==> src/hdl/hmp_pkg.sv <==
// hmp_pkg: request, result, state and configuration types of the hoist motion profiler,
// together with the request, direction, phase and register index codes.
// No dependencies; every other file of the block imports it.
package hmp_pkg;

    // request codes
    localparam logic [1:0] REQ_GOTO    = 2'd0;
    localparam logic [1:0] REQ_STOP    = 2'd1;
    localparam logic [1:0] REQ_TICK    = 2'd2;
    localparam logic [1:0] REQ_RELEVEL = 2'd3;

    // direction codes
    localparam logic [1:0] DIR_NONE = 2'd0;
    localparam logic [1:0] DIR_UP   = 2'd1;
    localparam logic [1:0] DIR_DOWN = 2'd2;

    // phase codes
    localparam logic [1:0] PHASE_NONE    = 2'd0;
    localparam logic [1:0] PHASE_MOVING  = 2'd1;
    localparam logic [1:0] PHASE_SLOWING = 2'd2;
    localparam logic [1:0] PHASE_LEVEL   = 2'd3;

    // configuration register indexes
    localparam int CFG_IDX_W = 3;
    localparam logic [CFG_IDX_W-1:0] CFG_FLOOR0    = 3'd0;
    localparam logic [CFG_IDX_W-1:0] CFG_FLOOR1    = 3'd1;
    localparam logic [CFG_IDX_W-1:0] CFG_FLOOR2    = 3'd2;
    localparam logic [CFG_IDX_W-1:0] CFG_FLOOR3    = 3'd3;
    localparam logic [CFG_IDX_W-1:0] CFG_TOLERANCE = 3'd4;
    localparam logic [CFG_IDX_W-1:0] CFG_CREEP     = 3'd5;
    localparam logic [CFG_IDX_W-1:0] CFG_SLOW      = 3'd6;
    localparam int CFG_DATA_W = 12;

    // register reset values
    localparam logic [11:0] RST_FLOOR0    = 12'd0;
    localparam logic [11:0] RST_FLOOR1    = 12'd300;
    localparam logic [11:0] RST_FLOOR2    = 12'd600;
    localparam logic [11:0] RST_FLOOR3    = 12'd900;
    localparam logic [7:0]  RST_TOLERANCE = 8'd3;
    localparam logic [7:0]  RST_CREEP     = 8'd15;
    localparam logic [9:0]  RST_SLOW      = 10'd60;

    // duty levels and limits
    localparam logic [6:0] DUTY_ZERO  = 7'd0;
    localparam logic [6:0] DUTY_CREEP = 7'd15;
    localparam logic [6:0] DUTY_SLOW  = 7'd30;
    localparam logic [6:0] DUTY_FULL  = 7'd100;
    localparam logic [2:0] TOP_FLOOR  = 3'd3;
    localparam logic [1:0] TRIES_MAX  = 2'd3;
    localparam logic [1:0] TRIES_FAIL = 2'd2;

    typedef struct packed {
        logic [3:0][11:0] floor_h;
        logic [7:0]       tolerance;
        logic [7:0]       creep_band;
        logic [9:0]       slow_band;
    } t_cfg;

    typedef struct packed {
        logic [1:0]  req_type;
        logic [2:0]  target_floor;
        logic [11:0] position_cm;
        logic        fault_present;
    } t_req;

    typedef struct packed {
        logic        armed;
        logic [11:0] target_height;
        logic [5:0]  ramp_count;
        logic [1:0]  relevel_tries;
        logic [6:0]  last_duty;
        logic [1:0]  last_direction;
        logic        level_flag;
    } t_state;

    typedef struct packed {
        logic       rejected;
        logic [6:0] duty_pct;
        logic [1:0] direction;
        logic       levelled;
        logic [1:0] phase;
        logic       brake;
        logic       level_fail;
        logic       motion_active;
        logic       at_target;
    } t_result;

endpackage

==> src/hdl/hoist_motion_profile.sv <==
// hoist_motion_profile: lift hoist motion profiler, one request item in, one result item out.
// Items pass the input register, then the result register; both hold while a result waits on i_out_ready.
// One item per cycle unless held; the profile state updates as an item leaves the input register.
// Reset (i_rst_n low, synchronous): pipeline empty, motion disarmed, counters and duty cleared,
// configuration registers back to their default floor heights and bands.
// Depends on hmp_pkg, hmp_cfg and hmp_step.
module hoist_motion_profile
    import hmp_pkg::*;
#(
    parameter int RAMP_TICKS = 50
)
(
    input  logic                  i_clk,
    input  logic                  i_rst_n,
    // request channel
    input  logic                  i_in_valid,
    output logic                  o_in_ready,
    input  logic [1:0]            i_req_type,
    input  logic [2:0]            i_target_floor,
    input  logic [11:0]           i_position_cm,
    input  logic                  i_fault_present,
    // result channel
    output logic                  o_out_valid,
    input  logic                  i_out_ready,
    output logic                  o_rejected,
    output logic [6:0]            o_duty_pct,
    output logic [1:0]            o_direction,
    output logic                  o_levelled,
    output logic [1:0]            o_phase,
    output logic                  o_brake,
    output logic                  o_level_fail,
    output logic                  o_motion_active,
    output logic                  o_at_target,
    // configuration write channel
    input  logic                  i_cfg_valid,
    output logic                  o_cfg_ready,
    input  logic [CFG_IDX_W-1:0]  i_cfg_index,
    input  logic [CFG_DATA_W-1:0] i_cfg_data
);

    t_cfg    cfg;
    logic    r_in_valid;
    t_req    r_in;
    t_state  r_state;
    t_state  n_state;
    t_result step_res;
    logic    r_out_valid;
    t_result r_out;
    logic    advance;

    // configuration registers
    assign o_cfg_ready = 1'b1;

    hmp_cfg u_cfg (
        .i_clk      (i_clk),
        .i_rst_n    (i_rst_n),
        .i_wr_en    (i_cfg_valid),
        .i_wr_index (i_cfg_index),
        .i_wr_data  (i_cfg_data),
        .o_cfg      (cfg)
    );

    // handshake: the item in the input register moves on whenever the result slot frees
    assign advance    = r_in_valid && (!r_out_valid || i_out_ready);
    assign o_in_ready = !r_in_valid || advance;

    // input register
    always_ff @(posedge i_clk) begin
        if (!i_rst_n) begin
            r_in_valid <= 1'b0;
        end else if (o_in_ready) begin
            r_in_valid <= i_in_valid;
        end
    end

    always_ff @(posedge i_clk) begin
        if (i_in_valid && o_in_ready) begin
            r_in.req_type      <= i_req_type;
            r_in.target_floor  <= i_target_floor;
            r_in.position_cm   <= i_position_cm;
            r_in.fault_present <= i_fault_present;
        end
    end

    // request logic
    hmp_step #(
        .RAMP_TICKS (RAMP_TICKS)
    ) u_step (
        .i_cfg    (cfg),
        .i_state  (r_state),
        .i_req    (r_in),
        .o_state  (n_state),
        .o_result (step_res)
    );

    // profile state
    always_ff @(posedge i_clk) begin
        if (!i_rst_n) begin
            r_state <= '0;
        end else if (advance) begin
            r_state <= n_state;
        end
    end

    // result register
    always_ff @(posedge i_clk) begin
        if (!i_rst_n) begin
            r_out_valid <= 1'b0;
        end else if (advance) begin
            r_out_valid <= 1'b1;
        end else if (i_out_ready) begin
            r_out_valid <= 1'b0;
        end
    end

    always_ff @(posedge i_clk) begin
        if (advance) begin
            r_out <= step_res;
        end
    end

    assign o_out_valid     = r_out_valid;
    assign o_rejected      = r_out.rejected;
    assign o_duty_pct      = r_out.duty_pct;
    assign o_direction     = r_out.direction;
    assign o_levelled      = r_out.levelled;
    assign o_phase         = r_out.phase;
    assign o_brake         = r_out.brake;
    assign o_level_fail    = r_out.level_fail;
    assign o_motion_active = r_out.motion_active;
    assign o_at_target     = r_out.at_target;

    // a level-fail result always brakes and leaves the motion disarmed
    a_fail_stops: assert property (@(posedge i_clk) disable iff (!i_rst_n)
        (o_out_valid && o_level_fail) |-> (o_brake && !o_motion_active))
        else $error("level fail without brake or with motion armed");

    // a rejected goto never brakes and sets no phase
    a_reject_quiet: assert property (@(posedge i_clk) disable iff (!i_rst_n)
        (o_out_valid && o_rejected) |-> (!o_brake && (o_phase == PHASE_NONE)))
        else $error("rejected goto changed motion");

    // a stop leaving the input register disarms the profile
    a_stop_disarms: assert property (@(posedge i_clk) disable iff (!i_rst_n)
        (advance && (r_in.req_type == REQ_STOP))
        |=> (!r_state.armed && r_state.ramp_count == 6'd0))
        else $error("stop did not disarm");

    // a new result only appears when an item moved out of the input register
    a_out_source: assert property (@(posedge i_clk) disable iff (!i_rst_n)
        (!r_in_valid && o_out_valid && i_out_ready) |=> !o_out_valid)
        else $error("result item without a request item");

endmodule

==> src/hdl/hmp_cfg.sv <==
// hmp_cfg: configuration register file of the hoist motion profiler (floor heights, bands).
// Depends on hmp_pkg for the register indexes, reset values and t_cfg.
module hmp_cfg
    import hmp_pkg::*;
(
    input  logic                  i_clk,
    input  logic                  i_rst_n,
    input  logic                  i_wr_en,
    input  logic [CFG_IDX_W-1:0]  i_wr_index,
    input  logic [CFG_DATA_W-1:0] i_wr_data,
    output t_cfg                  o_cfg
);

    t_cfg r_cfg;
    t_cfg n_cfg;

    // write decode, indexes past the list are dropped
    always_comb begin
        n_cfg = r_cfg;
        if (i_wr_en) begin
            case (i_wr_index)
                CFG_FLOOR0:    n_cfg.floor_h[0]  = i_wr_data;
                CFG_FLOOR1:    n_cfg.floor_h[1]  = i_wr_data;
                CFG_FLOOR2:    n_cfg.floor_h[2]  = i_wr_data;
                CFG_FLOOR3:    n_cfg.floor_h[3]  = i_wr_data;
                CFG_TOLERANCE: n_cfg.tolerance   = i_wr_data[7:0];
                CFG_CREEP:     n_cfg.creep_band  = i_wr_data[7:0];
                CFG_SLOW:      n_cfg.slow_band   = i_wr_data[9:0];
                default:       n_cfg = r_cfg;
            endcase
        end
    end

    always_ff @(posedge i_clk) begin
        if (!i_rst_n) begin
            r_cfg.floor_h[0] <= RST_FLOOR0;
            r_cfg.floor_h[1] <= RST_FLOOR1;
            r_cfg.floor_h[2] <= RST_FLOOR2;
            r_cfg.floor_h[3] <= RST_FLOOR3;
            r_cfg.tolerance  <= RST_TOLERANCE;
            r_cfg.creep_band <= RST_CREEP;
            r_cfg.slow_band  <= RST_SLOW;
        end else begin
            r_cfg <= n_cfg;
        end
    end

    assign o_cfg = r_cfg;

endmodule

==> src/hdl/hmp_step.sv <==
// hmp_step: next-state and result logic for one request of the hoist motion profiler.
// Purely combinational; depends on hmp_pkg for types and codes.
module hmp_step
    import hmp_pkg::*;
#(
    parameter int RAMP_TICKS = 50
)
(
    input  t_cfg    i_cfg,
    input  t_state  i_state,
    input  t_req    i_req,
    output t_state  o_state,
    output t_result o_result
);

    // ramp duty = count * 100 / RAMP_TICKS by reciprocal multiply, exact for counts up to 63
    localparam int          RECIP_SH = 16;
    localparam int          RECIP_W  = 24;
    localparam logic [RECIP_W-1:0] RECIP_M =
        RECIP_W'((100 * (2 ** RECIP_SH) + RAMP_TICKS - 1) / RAMP_TICKS);
    localparam logic [5:0]  RAMP_LIM = 6'(RAMP_TICKS);

    logic                  goto_ok;
    logic [11:0]           tgt_next;
    logic [11:0]           dist_cur;
    logic [11:0]           dist_new;
    logic                  within_cur;
    logic [5:0]            ramp_inc;
    logic [RECIP_W+5:0]    ramp_prod;
    logic [6:0]            ramp_duty;
    logic [1:0]            tries_inc;
    logic [1:0]            phase;
    logic                  brake;
    logic                  fail;
    t_state                nst;

    // target after this request and distances to old and new target
    assign goto_ok  = (i_req.req_type == REQ_GOTO) && (i_req.target_floor <= TOP_FLOOR);
    assign tgt_next = goto_ok ? i_cfg.floor_h[i_req.target_floor[1:0]] : i_state.target_height;
    assign dist_cur = (i_req.position_cm >= i_state.target_height)
                    ? (i_req.position_cm - i_state.target_height)
                    : (i_state.target_height - i_req.position_cm);
    assign dist_new = (i_req.position_cm >= tgt_next)
                    ? (i_req.position_cm - tgt_next)
                    : (tgt_next - i_req.position_cm);
    assign within_cur = (dist_cur <= {4'd0, i_cfg.tolerance});

    // ramp step
    assign ramp_inc  = i_state.ramp_count + 6'd1;
    assign ramp_prod = {{RECIP_W{1'b0}}, ramp_inc} * {6'd0, RECIP_M};
    assign ramp_duty = 7'(ramp_prod >> RECIP_SH);

    // saturating relevel counter
    assign tries_inc = (i_state.relevel_tries < TRIES_MAX)
                     ? (i_state.relevel_tries + 2'd1) : i_state.relevel_tries;

    // request decode
    always_comb begin
        nst   = i_state;
        phase = PHASE_NONE;
        brake = 1'b0;
        fail  = 1'b0;
        case (i_req.req_type)
            REQ_GOTO: begin
                if (goto_ok) begin
                    nst.target_height = tgt_next;
                    nst.ramp_count    = 6'd0;
                    nst.relevel_tries = 2'd0;
                    nst.armed         = 1'b1;
                end
            end
            REQ_STOP: begin
                nst.armed      = 1'b0;
                nst.ramp_count = 6'd0;
                brake          = 1'b1;
            end
            REQ_TICK: begin
                if (i_state.armed) begin
                    if (i_req.fault_present) begin
                        nst.armed      = 1'b0;
                        nst.ramp_count = 6'd0;
                        brake          = 1'b1;
                    end else if (within_cur) begin
                        brake              = 1'b1;
                        nst.last_duty      = DUTY_ZERO;
                        nst.last_direction = DIR_NONE;
                        nst.level_flag     = 1'b1;
                        nst.armed          = 1'b0;
                    end else begin
                        nst.level_flag     = 1'b0;
                        nst.last_direction = (i_req.position_cm < i_state.target_height)
                                           ? DIR_UP : DIR_DOWN;
                        if (dist_cur <= {4'd0, i_cfg.creep_band}) begin
                            nst.last_duty = DUTY_CREEP;
                            phase         = PHASE_LEVEL;
                        end else if (dist_cur <= {2'd0, i_cfg.slow_band}) begin
                            nst.last_duty = DUTY_SLOW;
                            phase         = PHASE_SLOWING;
                        end else begin
                            phase = PHASE_MOVING;
                            if (i_state.ramp_count < RAMP_LIM) begin
                                nst.ramp_count = ramp_inc;
                                nst.last_duty  = ramp_duty;
                            end else begin
                                nst.last_duty = DUTY_FULL;
                            end
                        end
                    end
                end
            end
            REQ_RELEVEL: begin
                if (!within_cur) begin
                    nst.relevel_tries = tries_inc;
                    if (tries_inc > TRIES_FAIL) begin
                        nst.armed      = 1'b0;
                        nst.ramp_count = 6'd0;
                        brake          = 1'b1;
                        fail           = 1'b1;
                    end else begin
                        nst.armed = 1'b1;
                    end
                end
            end
            default: nst = i_state;
        endcase
    end

    assign o_state = nst;

    // result item
    assign o_result.rejected      = (i_req.req_type == REQ_GOTO) && !goto_ok;
    assign o_result.duty_pct      = nst.last_duty;
    assign o_result.direction     = nst.last_direction;
    assign o_result.levelled      = nst.level_flag;
    assign o_result.phase         = phase;
    assign o_result.brake         = brake;
    assign o_result.level_fail    = fail;
    assign o_result.motion_active = nst.armed;
    assign o_result.at_target     = (dist_new <= {4'd0, i_cfg.tolerance});

endmodule
==> config.mk <==
export PLATFORM = sky130hd
export DESIGN_NAME = hoist_motion_profile
export DESIGN_NICKNAME = d
export VERILOG_FILES = /design/src/hdl/hmp_pkg.sv /design/src/hdl/hoist_motion_profile.sv /design/src/hdl/hmp_cfg.sv /design/src/hdl/hmp_step.sv
export SDC_FILE = /design/constraint.sdc
export NUM_CORES = 1
export LEC_CHECK = 0
export BUFFER_PORTS_ARGS = -buffer_cell sky130_fd_sc_hd__buf_2
export CORE_ASPECT_RATIO = 0.9
export CORE_UTILIZATION = 60
export CTS_CLUSTER_DIAMETER = 50
export DETAILED_ROUTE_END_ITERATION = 12
export HOLD_SLACK_MARGIN = 0.15
export PLACE_DENSITY = 0.91
export SKIP_CTS_REPAIR_TIMING = 1
export SLEW_MARGIN = 20
export SYNTH_ARGS = -nofsm -noshare
export SYNTH_HDL_FRONTEND = slang
export SYNTH_SLANG_ARGS = --single-unit
==> constraint.sdc <==
create_clock -name i_clk -period 6.39 [get_ports i_clk]
set_input_delay 1.278 -clock i_clk [delete_from_list [all_inputs] [get_ports i_clk]]
set_output_delay 1.278 -clock i_clk [all_outputs]
set_load 0.05 [all_outputs]
==> results of run 1 <==
## through the flow
stage,setup slack (ns),area [um2],util
CTS,0.498,9930,0.694
floorplan,0.788,8950,-
finish,0.509,9970,0.697
global route,0.119,9970,0.697
detailed placement,0.552,9340,0.652
global placement,0.897,9340,0.652
## power by group
group | switching (mW) | internal (mW) | total, mW
logic | 0.277 | 0.165 | 0.441
registers | 0.0203 | 0.947 | 0.968
clock network | 0.456 | 0.525 | 0.981
## area by class of cell
class                      count  area (um2)
sequential                   142        3190
inverter                      71         267
clock buffer                  17         425
tap                          193         241
fill                        1061        4340
timing repair buffer          67         363
multi-input combinational    812        5310
clock inverter                15         171
## logic make-up (layout without fill, tap and decap cells)
group	after synthesis	after routing	share of synthesized area
AND/OR/NAND/NOR	385	385	0.193
AO/OA/AOI/OAI	294	294	0.209
other	1	1	0.000419
buffers and inverters	118	170	0.0517
multiplexers	30	30	0.0510
flip-flops	142	142	0.357
XOR/XNOR	17	17	0.0166
adder cells (fa/ha/maj)	85	85	0.122
## placed cells by master (no fill, tap or decap), types with 11 or more instances in the layout
cell / synthesis / routed
clkbuf_16: 0 / 17
ha_1: 81 / 81
o211ai_1: 13 / 13
and3_1: 11 / 11
dfxtp_1: 107 / 107
mux2i_1: 13 / 13
o21ai_0: 51 / 51
xnor2_1: 11 / 11
a21o_1: 19 / 19
buf_2: 7 / 56
nor3_1: 15 / 13
nor2_1: 42 / 42
o21a_1: 25 / 25
a21oi_1: 108 / 108
nor2b_1: 13 / 13
buf_4: 1 / 11
inv_1: 71 / 70
a211oi_1: 16 / 16
edfxtp_1: 35 / 35
nand3_1: 46 / 46
mux4_2: 12 / 12
nand2_1: 219 / 219
## layer usage
metal  routed length, um  GRT usage  share of wire
met1                9890      0.426           0.41
met2               11100      0.499           0.46
met3                2260     0.0900          0.094
met4                 769      0.144          0.032
met5                   0          0              0
## how the worst max path moves through the flow
stage	endpoint	start	cells past startpoint
after floorplan	o_at_target$_DFFE_PP_	r_in[13]$_DFFE_PP_	24
after global placement	o_at_target$_DFFE_PP_	r_in[13]$_DFFE_PP_	23
after detailed placement	o_at_target$_DFFE_PP_	r_in[13]$_DFFE_PP_	21
after CTS	o_at_target$_DFFE_PP_	r_in[13]$_DFFE_PP_	21
after global routing	o_at_target$_DFFE_PP_	r_in[17]$_DFFE_PP_	22
final	o_at_target$_DFFE_PP_	r_in[17]$_DFFE_PP_	24
## registers in the layout, summed over array words and instances, names as in the netlist, 2 cells and up
name / cells
u_cfg.o_cfg: 74
r_state: 31
r_in: 18
o_duty_pct: 7
o_direction: 2
o_phase: 2
## worst max-delay path: stages, from the launching register on
cell,delay (ns)
edfxtp_1,0.51
or2_2,0.38
nor2_1,0.11
buf_4,0.29
o21a_1,0.17
inv_1,0.05
ha_1,0.20
fa_1,0.40
nor2b_1,0.11
o21ai_0,0.14
a21oi_1,0.24
o211ai_1,0.16
and3_1,0.23
nor2_1,0.12
buf_4,0.18
mux2_2,0.34
a21oi_1,0.15
xnor2_1,0.15
ha_1,0.27
a21o_1,0.19
a21oi_1,0.14
o21ai_0,0.11
o31a_1,0.14
or3b_2,0.46
a2111oi_0,0.38
==> flow_metrics.tcl, run 1 <==
set metrics [dict create \
    ys.flop_type "dfxtp_1" \
    tightest_slew_ns 1.06 \
    drive_gt1_frac 0.122 \
    avgSynthCellArea_um2 8.35 \
    cts.htree.levels 4 \
    dp_hpwl_mm 16.9 \
    yosysWarningCount 0 \
    r2r_end "o_at_target$_DFFE_PP_" \
    ys_types 70 \
    synth_common_cells "nand2_1, a21oi_1, dfxtp_1" \
    tritoncts "done" \
    rr_startpoint "r_in[17]$_DFFE_PP_" \
    core_area_um2 14300 \
    clkSlewWorstSetupHoldPaths_ns 0.07 \
    clock_path_buffers 2 \
    synthTopCellsByArea "dfxtp_1, edfxtp_1, ha_1" \
    die_y_um 118 \
    finalSetupViolations 0 \
    endpoint_kind "register" \
    placedCellCount 1281 \
    slew_violations 0 \
    viasPerCell 6.25 \
    p_per_area_nw_per_um2 240 \
    reg2regPathDepth 24 \
    first_pass_iters 6 \
    fin_crit_sh 0.920 \
    grt_pass1_wl_mm 38.6 \
    via_count 8229 \
    critPathArrivalTime_ns 6.06 \
    drtAntennaViolNets 0 \
    antenna_cells 0 \
    finClkSkew_ns 0.0102 \
    startpoint_type "register" \
    yosysMostFrequentCell "nand2_1" \
    worstPathMaxFanout 24 \
    cts_root_buf "clkbuf_16" \
    final.min_clock_period_ns 5.88 \
    dieArea_um2 15400 \
    hold_end "u_cfg.o_cfg[17]$_SDFFE_PN0P_" \
    cts_made_buffers 17 \
    min_path_type "reg -> reg" \
    drt_iter0_markers 767 \
    setup_tns_ns 0 \
    relSlewSlack 0.289 \
    synth_top_area_frac 0.239 \
    ys_seq_area_frac 0.357 \
    grt_max_degree 75 \
    p_leak_nw 4.12 \
    grt.overflow.total 0 \
    synth_edf_count 35 \
    synth_top_area_cell "dfxtp_1" \
    drv_cap 0 \
    netlist_area_um2 8950 \
    finalNetCount 1234 \
    fin_cells 1317 \
    wl_per_cell_um 18.3 \
    grt_usage 0.326 \
    p_total_mw 2.39 \
    status "finished, final reports clean" \
    syn_inst 1072 \
    fmaxAchievable_mhz 170 \
    fp.dieW_um 131 \
    ys_ff_latch 142 \
    grt_pass1_vias 7686 \
    async_flop_share 0 \
    hp-start "u_cfg.o_cfg[17]$_SDFFE_PN0P_" \
    r2r_slack_ns 0.51 \
    crit_type "reg -> reg" \
    gp_congestion 0.912 \
    cts_sinks 142 \
    ios 58 \
    rsz0062_at_grt "no" \
    fp-row-count 41 \
    clk_latency_ns 0.44 \
    initial_core_util 0.626 \
    whs_path_depth 2 \
    max-vdd-ir-drop_mv 0.216 \
    area_delta_synth_final_pct 11.3 \
    antenna_found_initial 0 \
    wirelength_mm 24.0 \
    hold_viol 0 \
    drcViolationCount 0 \
    required_ns 6.57 \
    hold_ws_ns 0.458 \
    port_buffers 56 \
    synth_nets 1195 \
]
Note: power is estimated with default switching activity, not from simulation.
==> inputs of run 2 (changes only) <==
- GPL_ROUTABILITY_DRIVEN: unset -> 0
- RECOVER_POWER: unset -> 100
==> run 2 against run 1 <==
Effect of this change: register-to-register slack worse by 0.09 ns; maximum frequency down 1.5%; sequential power about the same; utilization down 1.1 points; highest routed layer unchanged; combinational power down 4%; die area unchanged; cell count down 0.46%; wire length down 1.9%; the run now ends with max-capacitance violations, max-slew violations left; via count down 0.80%; cell area down 1.6%; clock-buffer cell count up 3.
==> flow_metrics.tcl, run 2 (synthesis gave the netlist of run 1 again) <==
set metrics [dict create \
    status "finished, violations left" \
    violations "max-capacitance violations, max-slew violations" \
    drcViolationCount 0 \
    finalSetupViolations 0 \
    max_stage_delay_ns 0.63 \
    cts.htree.levels 4 \
    grt_usage 0.321 \
    final.min_clock_period_ns 5.97 \
    crit_chain "inv_1 > ha_1 > a211oi_1 > or3_1 > a211o_2 > nand2_1 > mux2i_1 > o21ai_0 > a21boi_0 > o21ai_0 > xor2_1 > ha_1 > a21o_1 > a31oi_1 > a21oi_1 > a211o_2 > nor2_1 > nor4_1 > a221o_1" \
    grt_busiest_layer "met2" \
    via_count 8163 \
    clk_latency_ns 0.43 \
    cts_sinks 142 \
    cts_root_buf "clkbuf_16" \
    ios 58 \
    required_ns 6.71 \
    p_sw_frac 0.299 \
    cp-startpoint "r_in[3]$_DFFE_PP_" \
    antenna_found_initial 0 \
    use_met1 0.412 \
    drive_gt1_frac 0.0868 \
    relSlewSlack -1.33 \
    initial_core_util 0.626 \
    worstPathMaxFanout 12 \
    reg2regPathDepth 19 \
    rr_startpoint "r_in[3]$_DFFE_PP_" \
    fp.dieW_um 131 \
    p_leak_nw 4.00 \
    grt_pass1_wl_mm 38.2 \
    area_delta_synth_final_pct 9.54 \
    port_buffers 56 \
    multi_input_area_um2 5260 \
    first_pass_iters 7 \
    grt_pass1_vias 7766 \
    whs_path_depth 2 \
    fmaxAchievable_mhz 168 \
    core_area_um2 14300 \
    tritoncts "done" \
    max-vdd-ir-drop_mv 0.217 \
    antenna_cells 0 \
    fillCellCount 1094 \
    crit_type "reg -> reg" \
    layout_common_cells "nand2_1, a21oi_1, dfxtp_1" \
    p_seq_frac 0.414 \
    wl_per_cell_um 18.0 \
    setup_tns_ns 0 \
    met2_usage 0.505 \
    grt.overflow.total 0 \
    min_path_type "reg -> reg" \
    clkSlewWorstSetupHoldPaths_ns 0.07 \
    drtAntennaViolNets 0 \
    rsz0062_at_grt "no" \
    clkPwrFrac 0.406 \
    dieArea_um2 15400 \
    finClkSkew_ns 0.0114 \
    startpoint_type "register" \
    tightest_slew_ns 3.50 \
    finalNetCount 1229 \
    clock_path_buffers 2 \
    seqCellArea_um2 3190 \
    dp_hpwl_mm 16.7 \
    endpoint_kind "register" \
    drv_cap 3 \
    largest_register_ff_count 74 \
    crit_slowest_cell "nor2_1" \
    hp-start "r_state[0]$_SDFFE_PN0P_" \
    hold_viol 0 \
    final_common_cell "nand2_1" \
    use_met3 0.0750 \
    final_util 0.685 \
    drt_iter0_markers 960 \
    viasPerCell 6.23 \
    cts_made_buffers 17 \
    slew_violations 128 \
    critPathArrivalTime_ns 6.29 \
    die_y_um 118 \
    switchingPower_uw 701 \
    p_per_area_nw_per_um2 239 \
    grt_max_degree 76 \
    internal-power_mw 1.64 \
    fp-row-count 41 \
    fin_crit_sh 0.934 \
    power_frac_comb 0.180 \
    wirelength_mm 23.6 \
]
## run 2: area by class of cell
cell class	instances	area share
Timing Repair Buffer	62	0.0295
Sequential cell	142	0.326
Multi-Input combinational cell	812	0.536
Clock inverter	11	0.00969
Clock buffer	20	0.0476
Tap cell	193	0.0246
Inverter	71	0.0272
## run 2: critical path, delay by kind of cell, from the launching register on
family	cells	cell delay (ns)
multiplexers	1	0.33
buffers and inverters	1	0.10
XOR/XNOR	1	0.38
flip-flops	1	0.40
adder cells (fa/ha/maj)	2	0.81
AND/OR/NAND/NOR	4	1.67
AO/OA/AOI/OAI	10	2.16
## run 2: power by group through the flow
stage	registers (mW)	logic (mW)	clock network (mW)
2_1_floorplan	0.996	0.293	0
3_3_place_gp	0.986	0.400	0
3_5_place_dp	0.988	0.414	0
4_1_cts	0.968	0.420	0.951
6_report	0.969	0.422	0.951
5_1_grt	0.972	0.459	0.992
## run 2: layer usage
layer  up-vias  routed length [um]
li1       3866                   -
met4         0                 988
met3        71                2320
met5         -                   0
met1      3768                9590
met2       458               10700
## run 2: final timing paths
kind                              endpoint  slack, ns
setup reg to reg  r_state[13]$_SDFFE_PN0P_       0.42
hold / removal     r_state[0]$_SDFFE_PN0P_       0.46
hold reg to reg    r_state[0]$_SDFFE_PN0P_       0.46
setup / recovery  r_state[13]$_SDFFE_PN0P_       0.42
## run 2: metrics by stage
stage	worst slack [ns]	cells	total power [mW]	hold WS [ns]	instance area [um2]
4_1_cts	0.728	1311	2.34	0.455	9890
5_1_grt	0.113	1311	2.42	0.471	9810
3_5_place_dp	0.769	1280	1.40	0.447	9330
6_report	0.420	1311	2.34	0.455	9810
2_1_floorplan	0.788	1072	1.29	0.433	8950
3_3_place_gp	0.881	1280	1.39	0.439	9330
==> inputs of run 3 (changes only) <==
- CORE_ASPECT_RATIO: 0.9 -> 2
==> run 3 against run 2 <==
Effect of this change: the run still ends with max-capacitance violations, max-slew violations left; non-clock buffer count is 1 higher; sequential power hardly changed; critical path type unchanged; largest cell class unchanged; clock power is 6% higher; highest routed layer unchanged.
==> flow_metrics.tcl, run 3 (synthesis gave the netlist of run 1 again) <==
set metrics [dict create \
    place_area_um2 9340 \
    fp-row-count 62 \
    endpoint_kind "register" \
    port_buffers 56 \
    hp-start "u_cfg.o_cfg[61]$_SDFFE_PN0P_" \
    grt.overflow.total 0 \
    grt_usage 0.368 \
    worstPathMaxFanout 9 \
    dp_hpwl_mm 18.4 \
    clk_latency_ns 0.44 \
    initial_core_util 0.621 \
    cts_made_buffers 17 \
    via_count 8517 \
    finalNetCount 1230 \
    grt_pass1_wl_mm 42.9 \
    cts_sinks 142 \
    critPathArrivalTime_ns 6.15 \
    crit_top_cell "a21oi_1" \
    design_area_um2 9870 \
    placedCellCount 1280 \
    tritoncts "done" \
    required_ns 6.60 \
    fin_crit_sh 0.929 \
    setup_tns_ns 0 \
    rsz0062_at_grt "no" \
    core_area_um2 14400 \
    p_leak_nw 4.01 \
    first_pass_iters 5 \
    drive_gt1_frac 0.0875 \
    violations "max-capacitance violations, max-slew violations" \
    crit_chain "mux4_2 > nand2_1 > o21a_1 > inv_1 > ha_1 > fa_1 > nor2b_1 > o21ai_0 > a21oi_1 > o211ai_1 > and3_1 > nor2_1 > clkbuf_2 > mux2_2 > a21oi_1 > xnor2_1 > ha_1 > a21o_1 > a21oi_1 > o21ai_0 > o31a_1 > or3b_2 > a2111oi_0" \
    antenna_cells 0 \
    ios 58 \
    drt_iter0_markers 691 \
    wl_per_cell_um 20.3 \
    final_util 0.684 \
    crit_type "reg -> reg" \
    cp-startpoint "r_in[13]$_DFFE_PP_" \
    drcViolationCount 0 \
    final.min_clock_period_ns 5.93 \
    dieArea_um2 15400 \
    wirelength_mm 26.6 \
    fmaxAchievable_mhz 169 \
    finalSetupViolations 0 \
    slew_violations 128 \
    viasPerCell 6.49 \
    clock_path_buffers 2 \
    crit_slowest_cell "edfxtp_1" \
    die_y_um 175 \
    tightest_slew_ns 3.35 \
    startpoint_type "register" \
    largest_register_ff_count 74 \
    drv_cap 3 \
    fp.dieW_um 88.4 \
    area_delta_synth_final_pct 10.2 \
    layout_common_cells "nand2_1, a21oi_1, dfxtp_1" \
    relSlewSlack -1.23 \
    p_total_mw 2.43 \
    grt_max_degree 76 \
    rr_startpoint "r_in[13]$_DFFE_PP_" \
    min_path_type "reg -> reg" \
    max_stage_delay_ns 0.69 \
    status "finished, violations left" \
    cts.htree.levels 4 \
    p_per_area_nw_per_um2 246 \
    cts_root_buf "clkbuf_16" \
    hold_viol 0 \
    clkSlewWorstSetupHoldPaths_ns 0.06 \
    antenna_found_initial 0 \
    drtAntennaViolNets 0 \
    finClkSkew_ns 0.00870 \
    max-vdd-ir-drop_mv 0.223 \
    fin_cells 1312 \
    grt_pass1_vias 8652 \
    final_common_cell "nand2_1" \
]
-- run 3: changes by cell type in the layout (fill, tap and decap cells not counted), sizes merged --
cell,delta
bufinv,+3
clkbuf,+2
clkinv,+1
clkinvlp,+3
inv,-7
-- run 3: final cells by class --
type | instances | area, um2
fillers | 1107 | 4560
multi-input cells | 812 | 5290
repair buffers | 63 | 297
clock inverters | 11 | 143
inverters | 71 | 267
well taps | 192 | 240
flip-flops and latches | 142 | 3190
clock buffers | 21 | 440
-- run 3: final timing paths --
kind	endpoint	slack (ns)	cells past startpoint
worst min-delay path	u_cfg.o_cfg[61]$_SDFFE_PN0P_	0.45	2
worst min register to register	u_cfg.o_cfg[61]$_SDFFE_PN0P_	0.45	2
worst max register to register	o_at_target$_DFFE_PP_	0.46	23
worst max-delay path	o_at_target$_DFFE_PP_	0.46	23
-- run 3: report_power, final --
| part | total (mW) | switching [mW] | leakage (nW) | internal, mW |
|---|---|---|---|---|
| Clock | 1.01 | 0.395 | 0.272 | 0.611 |
| Combinational | 0.449 | 0.289 | 2.53 | 0.160 |
| Sequential | 0.971 | 0.0226 | 1.21 | 0.949 |
-- run 3: worst max-delay path, delay by kind of cell (launching register included) --
kind | cells | cell delay, ns
flip-flops | 1 | 0.69
buffers and inverters | 2 | 0.31
multiplexers | 2 | 0.98
XOR/XNOR | 1 | 0.15
adder cells (fa/ha/maj) | 3 | 0.89
AND/OR/NAND/NOR | 5 | 1.06
AO/OA/AOI/OAI | 10 | 1.62
-- run 3: metal layers --
layer / share of wire / global-route usage / wire, um / vias up
met5: 0 / 0 / 0 / -
met4: 0.077 / 0.279 / 2060 / 0
met3: 0.084 / 0.114 / 2240 / 193
met2: 0.51 / 0.623 / 13600 / 523
met1: 0.33 / 0.362 / 8760 / 3946
li1: - / - / - / 3855
-- run 3: stage by stage --
stage	hold WS [ns]	worst slack, ns
detailed placement	0.443	0.648
CTS	0.453	0.573
global placement	0.439	0.890
global route	0.467	0.111
floorplan	0.433	0.788
finish	0.453	0.456
